===== config.mk =====
export PLATFORM = sky130hd
export DESIGN_NAME = sip_ctrl
export DESIGN_NICKNAME = d
export VERILOG_FILES = /design/src/hdl/sip_pkg.sv /design/src/hdl/sip_ctrl.sv
export VERILOG_INCLUDE_DIRS = /design/src /design/src/hdl
export SDC_FILE = /design/constraint.sdc
export NUM_CORES = 1
export LEC_CHECK = 0
export ABC_AREA = 1
export BUFFER_PORTS_ARGS = -buffer_cell sky130_fd_sc_hd__buf_2
export CELL_PAD_IN_SITES_DETAIL_PLACEMENT = 0
export CELL_PAD_IN_SITES_GLOBAL_PLACEMENT = 1
export CORE_ASPECT_RATIO = 0.5
export CORE_MARGIN = 3
export CORE_UTILIZATION = 33
export CTS_CLUSTER_SIZE = 40
export DETAILED_ROUTE_END_ITERATION = 10
export GPL_TIMING_DRIVEN = 0
export PLACE_DENSITY_LB_ADDON = 0.1
export SYNTH_ARGS = -nofsm -noshare
export SYNTH_HDL_FRONTEND = slang
export SYNTH_SLANG_ARGS = --single-unit

===== constraint.sdc =====
create_clock -name clk -period 1.5 [get_ports clk]
set_clock_uncertainty 0.1 [all_clocks]
set_input_delay 0.15 -clock clk [delete_from_list [all_inputs] [get_ports clk]]
set_output_delay 0.15 -clock clk [all_outputs]
set_load 0.02 [all_outputs]

===== src/hdl/simpson_integrate_poly_defines.svh =====
// ----------------------------------------------------------------------------
// Simpson integrator assertion macros
// Concurrent assertion wrappers shared by the integrator RTL.
// ----------------------------------------------------------------------------
`ifndef SIMPSON_INTEGRATE_POLY_DEFINES_SVH
`define SIMPSON_INTEGRATE_POLY_DEFINES_SVH
`ifndef ASSERT_OFF
`define SIP_ASSERT(lbl, clk, rst_n, prop, msg) \
  lbl: assert property (@(posedge clk) disable iff (!rst_n) prop) else $error(msg);
`define SIP_ASSERT_ALWAYS(lbl, clk, prop, msg) \
  lbl: assert property (@(posedge clk) prop) else $error(msg);
`else
`define SIP_ASSERT(lbl, clk, rst_n, prop, msg)
`define SIP_ASSERT_ALWAYS(lbl, clk, prop, msg)
`endif
`endif


===== src/hdl/sip_pkg.sv =====
// ----------------------------------------------------------------------------
// Simpson integrator package
// Shared constants, command/status types and the saturating weighted add.
// ----------------------------------------------------------------------------
package sip_pkg;

  localparam int DATA_W            = 64;
  localparam int CNT_W             = 13;
  localparam int BOUND_W           = 24;
  localparam int SH_W              = 7;
  localparam int MAX_INTERVALS_DEF = 4096;
  localparam int FRAC_BITS_DEF     = 16;

  localparam logic [DATA_W-1:0] PI_Q32  = 64'd13493037705;
  localparam logic [DATA_W-1:0] ONE_Q32 = 64'h0000_0001_0000_0000;
  // (2^65 + 1) / 3: x / 3 == (x * RECIP3) >> 65 for any 64-bit x
  localparam logic [DATA_W-1:0] RECIP3  = 64'hAAAA_AAAA_AAAA_AAAB;

  localparam logic [1:0] STAT_OK    = 2'd0;
  localparam logic [1:0] STAT_SMALL = 2'd1;
  localparam logic [1:0] STAT_SAT   = 2'd2;

  typedef enum logic [2:0] {
    MSEL_Q  = 3'd0,
    MSEL_R  = 3'd1,
    MSEL_F  = 3'd2,
    MSEL_P3 = 3'd3,
    MSEL_P1 = 3'd4,
    MSEL_D3 = 3'd5
  } msel_t;

  typedef struct packed {
    logic  load;
    logic  div_h;
    logic  set_h;
    logic  mul_go;
    msel_t mul_sel;
    logic  cap_q;
    logic  cap_r;
    logic  cap_f;
    logic  s3x3;
    logic  cap_p3;
    logic  cap_p1;
    logic  cap_d3;
    logic  publish;
  } cmd_t;

  typedef struct packed {
    logic n_small;
    logic n_odd;
    logic n_is3;
    logic last_pt;
    logic mul_done;
    logic div_done;
    logic out_free;
  } sts_t;

  // {saturated, min(acc + w * f, 2^64 - 1)}
  function automatic logic [DATA_W:0] wadd(logic [DATA_W-1:0] acc, logic [DATA_W-1:0] f,
                                           logic [2:0] w);
    logic [DATA_W+2:0] sum;
    sum = {3'b000, acc} + ({3'b000, f} * {{DATA_W{1'b0}}, w});
    if (sum[DATA_W+2:DATA_W] != 3'd0) begin
      return {1'b1, {DATA_W{1'b1}}};
    end
    return {1'b0, sum[DATA_W-1:0]};
  endfunction

endpackage


===== src/hdl/sip_ctrl.sv =====
// ----------------------------------------------------------------------------
// Simpson integrator controller
// Sequences step division, per-point integrand, final products and output.
// ----------------------------------------------------------------------------
`include "simpson_integrate_poly_defines.svh"

module sip_ctrl (
  input  logic          clk,
  input  logic          rst_n,
  input  logic          in_valid,
  output logic          in_stall,
  output sip_pkg::cmd_t cmd,
  input  sip_pkg::sts_t sts
);

  typedef enum logic [15:0] {
    ST_IDLE  = 16'h0001,
    ST_CHECK = 16'h0002,
    ST_DIVH  = 16'h0004,
    ST_PT    = 16'h0008,
    ST_WQ    = 16'h0010,
    ST_GR    = 16'h0020,
    ST_WR    = 16'h0040,
    ST_GF    = 16'h0080,
    ST_WF    = 16'h0100,
    ST_POST  = 16'h0200,
    ST_GP3   = 16'h0400,
    ST_WP3   = 16'h0800,
    ST_GP1   = 16'h1000,
    ST_WP1   = 16'h2000,
    ST_WD3   = 16'h4000,
    ST_FIN   = 16'h8000
  } state_t;

  state_t state_r, state_nxt;

  assign in_stall = (state_r != ST_IDLE);

  always_comb begin
    cmd       = '0;
    state_nxt = state_r;
    unique case (state_r)
      ST_IDLE: begin
        if (in_valid) begin
          cmd.load  = 1'b1;
          state_nxt = ST_CHECK;
        end
      end
      ST_CHECK: begin
        if (sts.n_small) begin
          state_nxt = ST_FIN;
        end else begin
          cmd.div_h = 1'b1;
          state_nxt = ST_DIVH;
        end
      end
      ST_DIVH: begin
        if (sts.div_done) begin
          cmd.set_h = 1'b1;
          state_nxt = ST_PT;
        end
      end
      ST_PT: begin
        cmd.mul_go  = 1'b1;
        cmd.mul_sel = sip_pkg::MSEL_Q;
        state_nxt   = ST_WQ;
      end
      ST_WQ: begin
        if (sts.mul_done) begin
          cmd.cap_q = 1'b1;
          state_nxt = ST_GR;
        end
      end
      ST_GR: begin
        cmd.mul_go  = 1'b1;
        cmd.mul_sel = sip_pkg::MSEL_R;
        state_nxt   = ST_WR;
      end
      ST_WR: begin
        if (sts.mul_done) begin
          cmd.cap_r = 1'b1;
          state_nxt = ST_GF;
        end
      end
      ST_GF: begin
        cmd.mul_go  = 1'b1;
        cmd.mul_sel = sip_pkg::MSEL_F;
        state_nxt   = ST_WF;
      end
      ST_WF: begin
        if (sts.mul_done) begin
          cmd.cap_f = 1'b1;
          state_nxt = sts.last_pt ? ST_POST : ST_PT;
        end
      end
      ST_POST: begin
        if (sts.n_odd) begin
          cmd.s3x3  = 1'b1;
          state_nxt = ST_GP3;
        end else begin
          state_nxt = ST_GP1;
        end
      end
      ST_GP3: begin
        cmd.mul_go  = 1'b1;
        cmd.mul_sel = sip_pkg::MSEL_P3;
        state_nxt   = ST_WP3;
      end
      ST_WP3: begin
        if (sts.mul_done) begin
          cmd.cap_p3 = 1'b1;
          state_nxt  = sts.n_is3 ? ST_FIN : ST_GP1;
        end
      end
      ST_GP1: begin
        cmd.mul_go  = 1'b1;
        cmd.mul_sel = sip_pkg::MSEL_P1;
        state_nxt   = ST_WP1;
      end
      ST_WP1: begin
        if (sts.mul_done) begin
          cmd.cap_p1  = 1'b1;
          cmd.mul_go  = 1'b1;
          cmd.mul_sel = sip_pkg::MSEL_D3;
          state_nxt   = ST_WD3;
        end
      end
      ST_WD3: begin
        if (sts.mul_done) begin
          cmd.cap_d3 = 1'b1;
          state_nxt  = ST_FIN;
        end
      end
      ST_FIN: begin
        if (sts.out_free) begin
          cmd.publish = 1'b1;
          state_nxt   = ST_IDLE;
        end
      end
      default: state_nxt = ST_IDLE;
    endcase
  end

  always_ff @(posedge clk) begin
    if (!rst_n) begin
      state_r <= ST_IDLE;
    end else begin
      state_r <= state_nxt;
    end
  end

  `SIP_ASSERT_ALWAYS(a_rst_idle, clk, !rst_n |=> state_r == ST_IDLE, "not idle after reset")
  `SIP_ASSERT(a_pub_free, clk, rst_n, cmd.publish |-> sts.out_free, "publish into busy output")
  `SIP_ASSERT(a_load_acc, clk, rst_n, cmd.load |-> (in_valid && !in_stall), "load without word")

endmodule


Yosys cells after proc, flatten, opt, wreduce, memory -nomap -nowiden --
Cells that the tools add are included.
Storage, ports and cells: input bits 10, word-level logic and storage cells 61, register bits after elaboration 16
Cells by class: equality and inequality tests 26, reduce and logical (&&, ||, !) cells 1, multiplexer cells 33
Operators with widths (number):
- one-hot mux 16 bit (16 select lines) | 1
- two-way mux 16 bit | 11
- one-hot mux 4 bit (6 select lines) | 1
- != test 2 bit, second input constant | 9
- two-way mux 1 bit | 17
- equality test 16 x 1 -> 1 bit, second input constant | 1
- equality test 16 x 10 -> 1 bit, second input constant | 1
- equality test 16 x 11 -> 1 bit, second input constant | 1
- equality test 16 x 12 -> 1 bit, second input constant | 1
- equality test 16 x 13 -> 1 bit, second input constant | 1
- equality test 16 x 14 -> 1 bit, second input constant | 1
- equality test 16 x 15 -> 1 bit, second input constant | 1
- equality test 16 bit, second input constant | 1
- equality test 16 x 2 -> 1 bit, second input constant | 1
- equality test 16 x 3 -> 1 bit, second input constant | 1
- equality test 16 x 4 -> 1 bit, second input constant | 1
- equality test 16 x 5 -> 1 bit, second input constant | 1
- equality test 16 x 6 -> 1 bit, second input constant | 1
- equality test 16 x 7 -> 1 bit, second input constant | 1
- equality test 16 x 8 -> 1 bit, second input constant | 1
- equality test 16 x 9 -> 1 bit, second input constant | 1
- != test 16 x 1 -> 1 bit, second input constant | 1
- two-way mux 13 bit | 1
- two-way mux 10 bit | 1
- other kinds (2) | 2

Depth between registers and ports, before layout --
Gate-level depths: netlist (run 1).
word-level depth 3, mapped depth 11, gate-level depth less buffers 11

Worst setup path after synthesis (run 1) --
Ideal clock, no wire load.
path type flip-flop to output port, from register state_r[7], to output port cmd[11] in the netlist's numbering, stages on the path, launching flop included 9, required time 1250 ps, slack -166 ps, data arrival time 1416 ps, cell sequence dfxtp_1 nor2_4 nand2_4 nor2_8 buf_8 nand2_2 nor2_2 inv_2 nand3_1
RTL lines:
- start, declared | RTL line sip_ctrl.sv:35 | state_t state_r, state_nxt;
- start signal, assigned | RTL line sip_ctrl.sv:148 | state_r <= state_nxt;
- end, declared | RTL line sip_ctrl.sv:12 | output sip_pkg::cmd_t cmd,

==> results_dict.tcl, run 1 <==
set metrics [dict create \
    place_ws_ns -0.161 \
    violations "negative setup slack" \
    largest_reg_flops 16 \
    ys_seq_elements 16 \
    busiest_layer "met2" \
    cts_inserted_buffers 3 \
    status "finished with violations" \
    p_per_area_nw_per_um2 988 \
    whs_ns 0.0564 \
    ys_seq_area_share_pct 27.2 \
    rsz0062_at_grt "true" \
    wl_per_cell_um 12.6 \
    p_leak_nw 1.00 \
    crit_arrival_ns 1.54 \
    synth.distinct_cells 23 \
    cts_root_buf "clkbuf_8" \
    io_buffers 25 \
    routed_wl_um 3700 \
    ir_drop_uv 531 \
    clockBufferDepth 2 \
    multi_input_area_um2 998 \
    dp_hpwl_um 2530 \
    finalCritPeriodShare_pct 120 \
    required_ns 1.25 \
    die_width_um 90.5 \
    ys.warnings.count 0 \
    critPathKind "flop to output port" \
    netSwitchingFraction_pct 40.3 \
    dr.first_iter.drc_count 27 \
    max_clock_freq_ghz 0.558 \
    cp_max_fo 5 \
    setup_ws_ns -0.294 \
    syn_inst 183 \
    drive_gt1_share_pct 63.8 \
    reg2reg_depth 13 \
    cp-start-kind "flop" \
    gp_congestion 0.803 \
    vias_per_cell 4.61 \
    setup_viol 24 \
    grt_pass1_vias 1181 \
    period_needed_ns 1.79 \
    total_power_mw 2.03 \
    top_register "state_r" \
    final-hold-violation-count 0 \
    dr.pass1.iters 4 \
    grt_max_degree 11 \
    place_area_um2 1390 \
    syn_nets 193 \
    nNetsFinal 258 \
    p_clk_share_pct 15.5 \
    hold_depth 3 \
    drc_errors 0 \
    cts_hold_buf 0 \
    grt_usage_pct 16.3 \
    end_kind "output port" \
    worst_pin_slew_ns 0.642 \
    ios 26 \
    cts.clk_slew.worst_paths_ns 0.06 \
    met3_usage_pct 4.16 \
    cts_tree "built" \
    final_antenna_net_count 0 \
    worst_skew_pair.late_latency_ns 0.24 \
    grt-ovfl-total 0 \
    use_met1_pct 22.2 \
    clkSinkCount 16 \
    antenna_found_initial 0 \
    start_util_pct 36.7 \
    row_count 14 \
    pwr-share-comb_pct 59.8 \
    use_met2_pct 26.9 \
    largestRegisters "state_r: 16 flops" \
    drv_slew 0 \
    die_h_um 48.2 \
    power.switching_mw 0.816 \
    min_path_type "input pin to flop" \
    ff2ff_setup_slack_ns -0.26 \
    p_int_mw 1.21 \
    cap_viol_max_count 0 \
    die_area_um2 4360 \
    pwr-share-seq_pct 24.7 \
    area_delta_synth_final_pct 74.2 \
    core_area_um2 3210 \
    grt_pass1_wl_um 5440 \
    register_area_um2 345 \
    htreeDepth 1 \
    netlist_area_um2 1180 \
    synth_area_per_cell_um2 6.43 \
    fillers 274 \
    design_area_um2 2050 \
    diodes 0 \
    slew_headroom_pct 57.2 \
    num_vias 1355 \
]
[metal layers]
metal  up-vias  share of wire, %
met5         -                 0
met4         0              0.78
met3         4               4.4
met2        24                48
met1       624                47
li1        703                 -
[area by class of cell]
type / instances / area share, %
tap: 48 / 2.93
timing repair buffer: 60 / 24.0
sequential: 16 / 16.8
multi-input combinational: 143 / 48.7
inverter: 20 / 3.78
buffer: 4 / 1.71
clock buffer: 3 / 2.01
[Yosys cell counts, drive strengths merged]
cell type | n | area [um^2]
clkbuf | 1 | 3.75
o21ai | 1 | 5.00
inv | 20 | 75.1
nand2 | 47 | 221
dfxtp | 16 | 320
nor2 | 54 | 282
nor3 | 3 | 15.0
o22ai | 1 | 6.26
nand4 | 1 | 6.26
and3 | 1 | 6.26
nor3b | 2 | 25.0
buf | 3 | 31.3
nand3 | 26 | 145
a21oi | 7 | 35.0
[critical path, cell delays in order (launching register included)]
cell	delay [ns]
dfxtp_2	0.33
nor2_4	0.15
nand2_4	0.09
nor2_4	0.18
buf_6	0.16
nand2_1	0.09
nand2_2	0.07
nor2_2	0.05
nand3_2	0.06
buf_6	0.11
[cells in the final DEF, fill, tap and decap left out, types with 2 or more instances in the layout]
master | netlist | layout
dfxtp_4 | 0 | 2
inv_1 | 19 | 16
nor2_2 | 4 | 9
nor2_1 | 42 | 26
nand3_1 | 23 | 15
nand3_4 | 0 | 3
nor3b_2 | 2 | 2
buf_2 | 1 | 10
dfxtp_2 | 0 | 14
nand2_4 | 4 | 11
nand3_2 | 3 | 8
a21oi_1 | 7 | 2
a21oi_2 | 0 | 5
nor2_4 | 7 | 18
buf_4 | 0 | 36
clkbuf_8 | 0 | 3
nand2_1 | 37 | 23
nor3_1 | 3 | 2
buf_6 | 1 | 15
inv_2 | 1 | 3
nand2_2 | 6 | 13
[kinds of logic (layout without fill, tap and decap cells)]
kind of cell    Yosys count  in the layout  synth area share, %
compound gates            9              9                 3.93
buf+inv                  24             87                 9.35
flops                    16             16                 27.2
simple gates            134            134                 59.5
[repair_timing]
| item | in CTS | in global routing |
|---|---|---|
| gates cloned | 1 | 0 |
| pin swaps | 20 | 25 |
| setup buffers | 24 | 12 |
| gates resized for setup | 59 | 51 |
| setup endpoints to repair | 23 | 25 |
[worst paths after layout]
path                             startpoint          end
worst max-delay path            state_r[11]      cmd[11]
worst min-delay path                  rst_n  state_r[15]
worst max register to register   state_r[2]  state_r[15]
worst min register to register  state_r[15]  state_r[15]
[power by group through the flow]
stage	combinational, mW	sequential, mW	clock [mW]
3_3_place_gp	0.667	0.497	0
5_1_grt	1.31	0.502	0.342
3_5_place_dp	0.663	0.499	0
6_report	1.21	0.500	0.315
4_1_cts	0.966	0.502	0.323
2_1_floorplan	0.521	0.494	0
[per-stage QoR]
stage,setup TNS [ns],std cells,utilization [%]
2_1_floorplan,-0.133,183,-
4_1_cts,-4.46,284,55.6
6_report,-5.03,294,64.0
5_1_grt,-6.97,294,64.0
3_3_place_gp,-1.15,256,43.5
3_5_place_dp,-1.00,256,43.5
Note: power is estimated with default switching activity, not from simulation.
==> inputs of run 2 (changes only) <==
CAP_MARGIN = 10   (was default)
CORE_UTILIZATION = 37   (was 33)
clock period = 1.7 ns   (was 1.5 ns; I/O delays follow)
==> run 2 against run 1 <==
Compared with the run above:
- the flow still finishes with violations (negative setup slack)
- setup slack better by 0.20 ns
- clock power is 13% lower
- die area is 9.8% lower
- register-to-register slack better by 0.22 ns
- global-route usage is 1.8 points higher
- non-clock buffer count is 9 lower
- critical path type unchanged
==> results_dict.tcl, run 2 (same netlist as run 1, synthesis figures left out) <==
set metrics [dict create \
    cts_root_buf "clkbuf_8" \
    cap_viol_max_count 0 \
    worst_pin_slew_ns 0.469 \
    row_count 13 \
    slew_headroom_pct 68.8 \
    num_vias 1305 \
    dr.first_iter.drc_count 82 \
    drv_slew 0 \
    drive_gt1_share_pct 59.1 \
    final_antenna_net_count 0 \
    gp_congestion 0.825 \
    ir_drop_uv 613 \
    routed_wl_um 3490 \
    clkSinkCount 16 \
    worst_skew_pair.late_latency_ns 0.25 \
    fin_util_pct 68.7 \
    final-hold-violation-count 0 \
    die_h_um 45.9 \
    cts_hold_buf 0 \
    violations "negative setup slack" \
    fillers 234 \
    period_needed_ns 1.79 \
    nNetsFinal 249 \
    wl_per_cell_um 12.7 \
    grt-ovfl-total 0 \
    vias_per_cell 4.76 \
    largest_reg_flops 16 \
    top_register "state_r" \
    grt_pass1_vias 1168 \
    io_buffers 25 \
    cts_inserted_buffers 3 \
    r2r_end "state_r[9]" \
    min_to "state_r[0]" \
    ios 26 \
    worstReg2RegStart "state_r[10]" \
    cp-start-kind "flop" \
    ff2ff_setup_slack_ns -0.04 \
    layout_common_cells "30 x buf_4, 27 x nor2_1, 23 x nand2_1" \
    clockBufferDepth 2 \
    area_delta_synth_final_pct 63.2 \
    max_clock_freq_ghz 0.558 \
    cp_max_fo 5 \
    layout_commonest_cell "buf_4" \
    p_leak_nw 0.969 \
    min_from "rst_n" \
    place_inst 245 \
    hold_depth 2 \
    cts.clk_slew.worst_paths_ns 0.06 \
    setup_viol 16 \
    finalCritPeriodShare_pct 105 \
    grt_usage_pct 18.1 \
    place_ws_ns 0.0281 \
    dr.pass1.iters 4 \
    die_area_um2 3940 \
    grt_pass1_wl_um 5350 \
    dp_hpwl_um 2410 \
    die_width_um 85.8 \
    setup_ws_ns -0.0912 \
    drc_errors 0 \
    min_path_type "input pin to flop" \
    reg2reg_depth 11 \
    status "finished with violations" \
    final.setup.tns_ns -0.815 \
    crit_arrival_ns 1.52 \
    antenna_found_initial 0 \
    largestRegisters "state_r: 16 flops" \
    start_util_pct 42.1 \
    p_per_area_nw_per_um2 871 \
    required_ns 1.43 \
    core_area_um2 2800 \
    grt_max_degree 11 \
    rsz0062_at_grt "true" \
    critPathKind "flop to output port" \
    cts_tree "built" \
    htreeDepth 1 \
    diodes 0 \
    end_kind "output port" \
    instances_no_fill 274 \
]
run 2: stage by stage:
stage                     power [mW]  area [um^2]  hold slack, ns
after floorplan                0.890         1180           0.154
after global placement          1.02         1350           0.334
after detailed placement        1.02         1350           0.343
after CTS                       1.56         1710          0.0861
after global routing            1.78         1920          0.0613
final                           1.67         1920          0.0604
run 2: layer usage:
| layer | vias up | track usage [%] | routed length [um] |
|---|---|---|---|
| li1 | 683 | - | - |
| met1 | 602 | 23.8 | 1680 |
| met2 | 14 | 30.1 | 1700 |
| met3 | 6 | 4.33 | 83 |
| met4 | 0 | 5.05 | 35 |
| met5 | - | 0 | 0 |
run 2: area by class of cell:
type                    count  area [um^2]  area share (%)
well taps                  37         46.3            2.41
clock buffers               3         41.3            2.15
flip-flops and latches     16          350            18.2
multi-input cells         143          978            50.9
repair buffers             51          395            20.6
inverters                  20         75.1            3.91
plain buffers               4         35.0            1.82
run 2: worst max path at each step:
| stage | startpoint | end | slack (ns) | cells after the start |
|---|---|---|---|---|
| final | state_r[7] | cmd[5] | -0.09 | 8 |
| after global routing | state_r[7] | cmd[3] | -0.18 | 8 |
| after CTS | state_r[1] | cmd[8] | -0.06 | 9 |
| after detailed placement | state_r[0] | cmd[11] | 0.03 | 9 |
| after global placement | state_r[0] | cmd[11] | 0.03 | 9 |
| after floorplan | state_r[7] | cmd[11] | 0.01 | 8 |
run 2: report_power, final:
part           internal, mW  switching, mW
registers             0.407         0.0300
logic                 0.426          0.538
clock network         0.157          0.117
run 2: repair_timing:
action,CTS,global route
setup endpoints to repair,14,22
gates cloned,1,0
pin swaps,20,19
setup buffers,18,7
gates resized for setup,59,45
endpoints found under the hold margin,0,0
run 2: worst max-delay path, cell delays in order, from the launching register on:
cell	delay (ns)
dfxtp_4	0.35
nor2_4	0.14
nand2_4	0.09
nor2_8	0.15
buf_8	0.13
buf_12	0.12
nand2_4	0.07
nor2_4	0.11
buf_6	0.12
==> inputs of run 3 (changes only) <==
CORE_MARGIN = default   (was 3)
CORE_UTILIZATION = 34   (was 37)
==> run 3 against run 2 <==
Compared with the run above:
- the run still ends with negative setup slack left
- critical path depth did not move
- power shrank 0.41%
- clock-buffer cell count increased by 1
- hold slack improved by 0.0036 ns
- flip-flop and latch count unchanged
- utilization decreased by 9.3 points
- first-iteration DRC count decreased by 59%
- global-route usage grew 1.7 points
- setup slack gained 0.0095 ns
- maximum frequency up 0.54%
- critical endpoint is now cmd[11]
- largest power group unchanged
==> results_dict.tcl, run 3 (same netlist as run 1, synthesis figures left out) <==
set metrics [dict create \
    crit_arrival_ns 1.51 \
    top_register "state_r" \
    critPathKind "flop to output port" \
    drc_errors 0 \
    met3_usage_pct 4.57 \
    end_kind "output port" \
    die_width_um 85.2 \
    fillers 301 \
    slowest_delay_ns 0.34 \
    die_area_um2 3720 \
    status "finished with violations" \
    ff2ff_setup_slack_ns -0.03 \
    clockBufferDepth 2 \
    min_from "rst_n" \
    min_path_type "input pin to flop" \
    cts_hold_buf 0 \
    diodes 0 \
    rsz0062_at_grt "true" \
    grt_pass1_wl_um 5510 \
    use_met1_pct 27.5 \
    start_util_pct 37.3 \
    pwr-share-seq_pct 26.4 \
    area_delta_synth_final_pct 59.1 \
    r2r_end "state_r[15]" \
    p_int_mw 0.993 \
    path_buf_inv 3 \
    largest_reg_flops 16 \
    largestRegisters "state_r: 16 flops" \
    slew_headroom_pct 64.6 \
    cts.clk_slew.worst_paths_ns 0.07 \
    grt_max_degree 11 \
    reg2reg_depth 12 \
    cts_inserted_buffers 3 \
    crit_slowest_cell "dfxtp_2" \
    io_buffers 25 \
    routed_wl_um 3480 \
    cap_viol_max_count 0 \
    grt_pass1_vias 1175 \
    cts_tree "built" \
    clkSinkCount 16 \
    dr.pass1.iters 4 \
    total_power_mw 1.67 \
    vias_per_cell 4.81 \
    crit_family "simple AND/OR/NAND/NOR gates" \
    netSwitchingFraction_pct 40.4 \
    power.switching_mw 0.674 \
    core_area_um2 3150 \
    final-hold-violation-count 0 \
    wl_per_cell_um 12.8 \
    whs_ns 0.0640 \
    drv_slew 0 \
    busiest_layer "met2" \
    worst_skew_pair.late_latency_ns 0.25 \
    min_to "state_r[0]" \
    layout_common_cells "28 x nand2_1, 26 x nor2_1, 23 x buf_4" \
    die_h_um 43.6 \
    finalCritPeriodShare_pct 105 \
    design_area_um2 1870 \
    num_vias 1314 \
    period_needed_ns 1.78 \
    place_area_um2 1350 \
    grt-ovfl-total 0 \
    nNetsFinal 244 \
    ios 26 \
    final.setup.tns_ns -0.846 \
    worst_pin_slew_ns 0.530 \
    instances_no_fill 273 \
    worstReg2RegStart "state_r[10]" \
    cp_max_fo 9 \
    cp-start-kind "flop" \
    p_per_area_nw_per_um2 890 \
    dp_hpwl_um 2420 \
    layout_commonest_cell "nand2_1" \
    pwr-share-comb_pct 53.0 \
    dr.first_iter.drc_count 34 \
    gp_congestion 0.760 \
    row_count 14 \
    place_inst 248 \
    hold_depth 2 \
    p_clk_share_pct 20.6 \
    use_met2_pct 31.9 \
    max_clock_freq_ghz 0.561 \
    htreeDepth 1 \
    ir_drop_uv 364 \
    antenna_found_initial 0 \
    setup_viol 16 \
    final_antenna_net_count 0 \
    cts_root_buf "clkbuf_8" \
    drive_gt1_share_pct 54.1 \
    setup_ws_ns -0.0817 \
    required_ns 1.43 \
    violations "negative setup slack" \
    grt_usage_pct 19.8 \
    path_cells "nor2_4 -> nand2_4 -> nor2_8 -> buf_8 -> buf_12 -> nand2_2 -> nand3_2 -> buf_6" \
    p_leak_nw 0.929 \
]
==> run 3: changes by cell type in the layout (fill, tap and decap cells not counted), sizes merged <==
cell and change:
buf -5, clkbuf +1
==> run 3: what timing repair did <==
action / in CTS / in global routing
pin swaps: 19 / 19
resized for setup: 58 / 35
cloned: 1 / 0
setup endpoints to repair: 14 / 21
buffers inserted: 17 / 3
==> run 3: cell type report <==
class	count	area (um^2)	share of cell area, %
Multi-Input combinational cell	143	926	49.4
Clock buffer	4	55.1	2.94
Tap cell	40	50.0	2.67
Timing Repair Buffer	46	387	20.6
Buffer	4	35.0	1.87
Inverter	20	77.6	4.14
Sequential cell	16	343	18.3
==> run 3: routing by layer <==
metal,vias up,wire length [um],share of wire [%]
met5,-,0,0
met4,0,25,0.72
met3,4,106,3.0
met2,16,1620,46
met1,615,1730,50
li1,679,-,-
==> run 3: worst max path at each step <==
stage / end / depth (start not counted) / startpoint
after floorplan: cmd[11] / 8 / state_r[7]
after global placement: cmd[11] / 9 / state_r[0]
after detailed placement: cmd[11] / 9 / state_r[0]
after CTS: cmd[11] / 9 / state_r[15]
after global routing: state_r[15] / 12 / state_r[10]
final: cmd[11] / 8 / state_r[7]
==> run 3: per-stage QoR <==
| step | setup WS (ns) | utilization (%) |
|---|---|---|
| floorplan | 0.0142 | - |
| global placement | 0.00952 | 42.9 |
| detailed placement | -0.00199 | 42.9 |
| CTS | -0.0737 | 54.6 |
| global route | -0.150 | 59.4 |
| finish | -0.0817 | 59.4 |
==> run 3: power groups by stage <==
| stage | Clock [mW] | Sequential, mW | Combinational, mW |
|---|---|---|---|
| 6_report | 0.343 | 0.440 | 0.884 |
| 5_1_grt | 0.376 | 0.443 | 0.958 |
| 4_1_cts | 0.351 | 0.443 | 0.825 |
| 3_5_place_dp | 0 | 0.440 | 0.582 |
| 3_3_place_gp | 0 | 0.438 | 0.586 |
| 2_1_floorplan | 0 | 0.436 | 0.454 |
==> run 3: worst register-to-register path, cell delays in order, from the launching register on <==
cell and delay, ns:
dfxtp_2 0.34, nor2_4 0.15, nand2_4 0.09, nor2_4 0.17, buf_4 0.17, buf_4 0.11, nand3_2 0.07, nand2_1 0.11
nor2_2 0.06, nand3_4 0.11, nand2_1 0.06, nand2_1 0.05, nor2_1 0.04
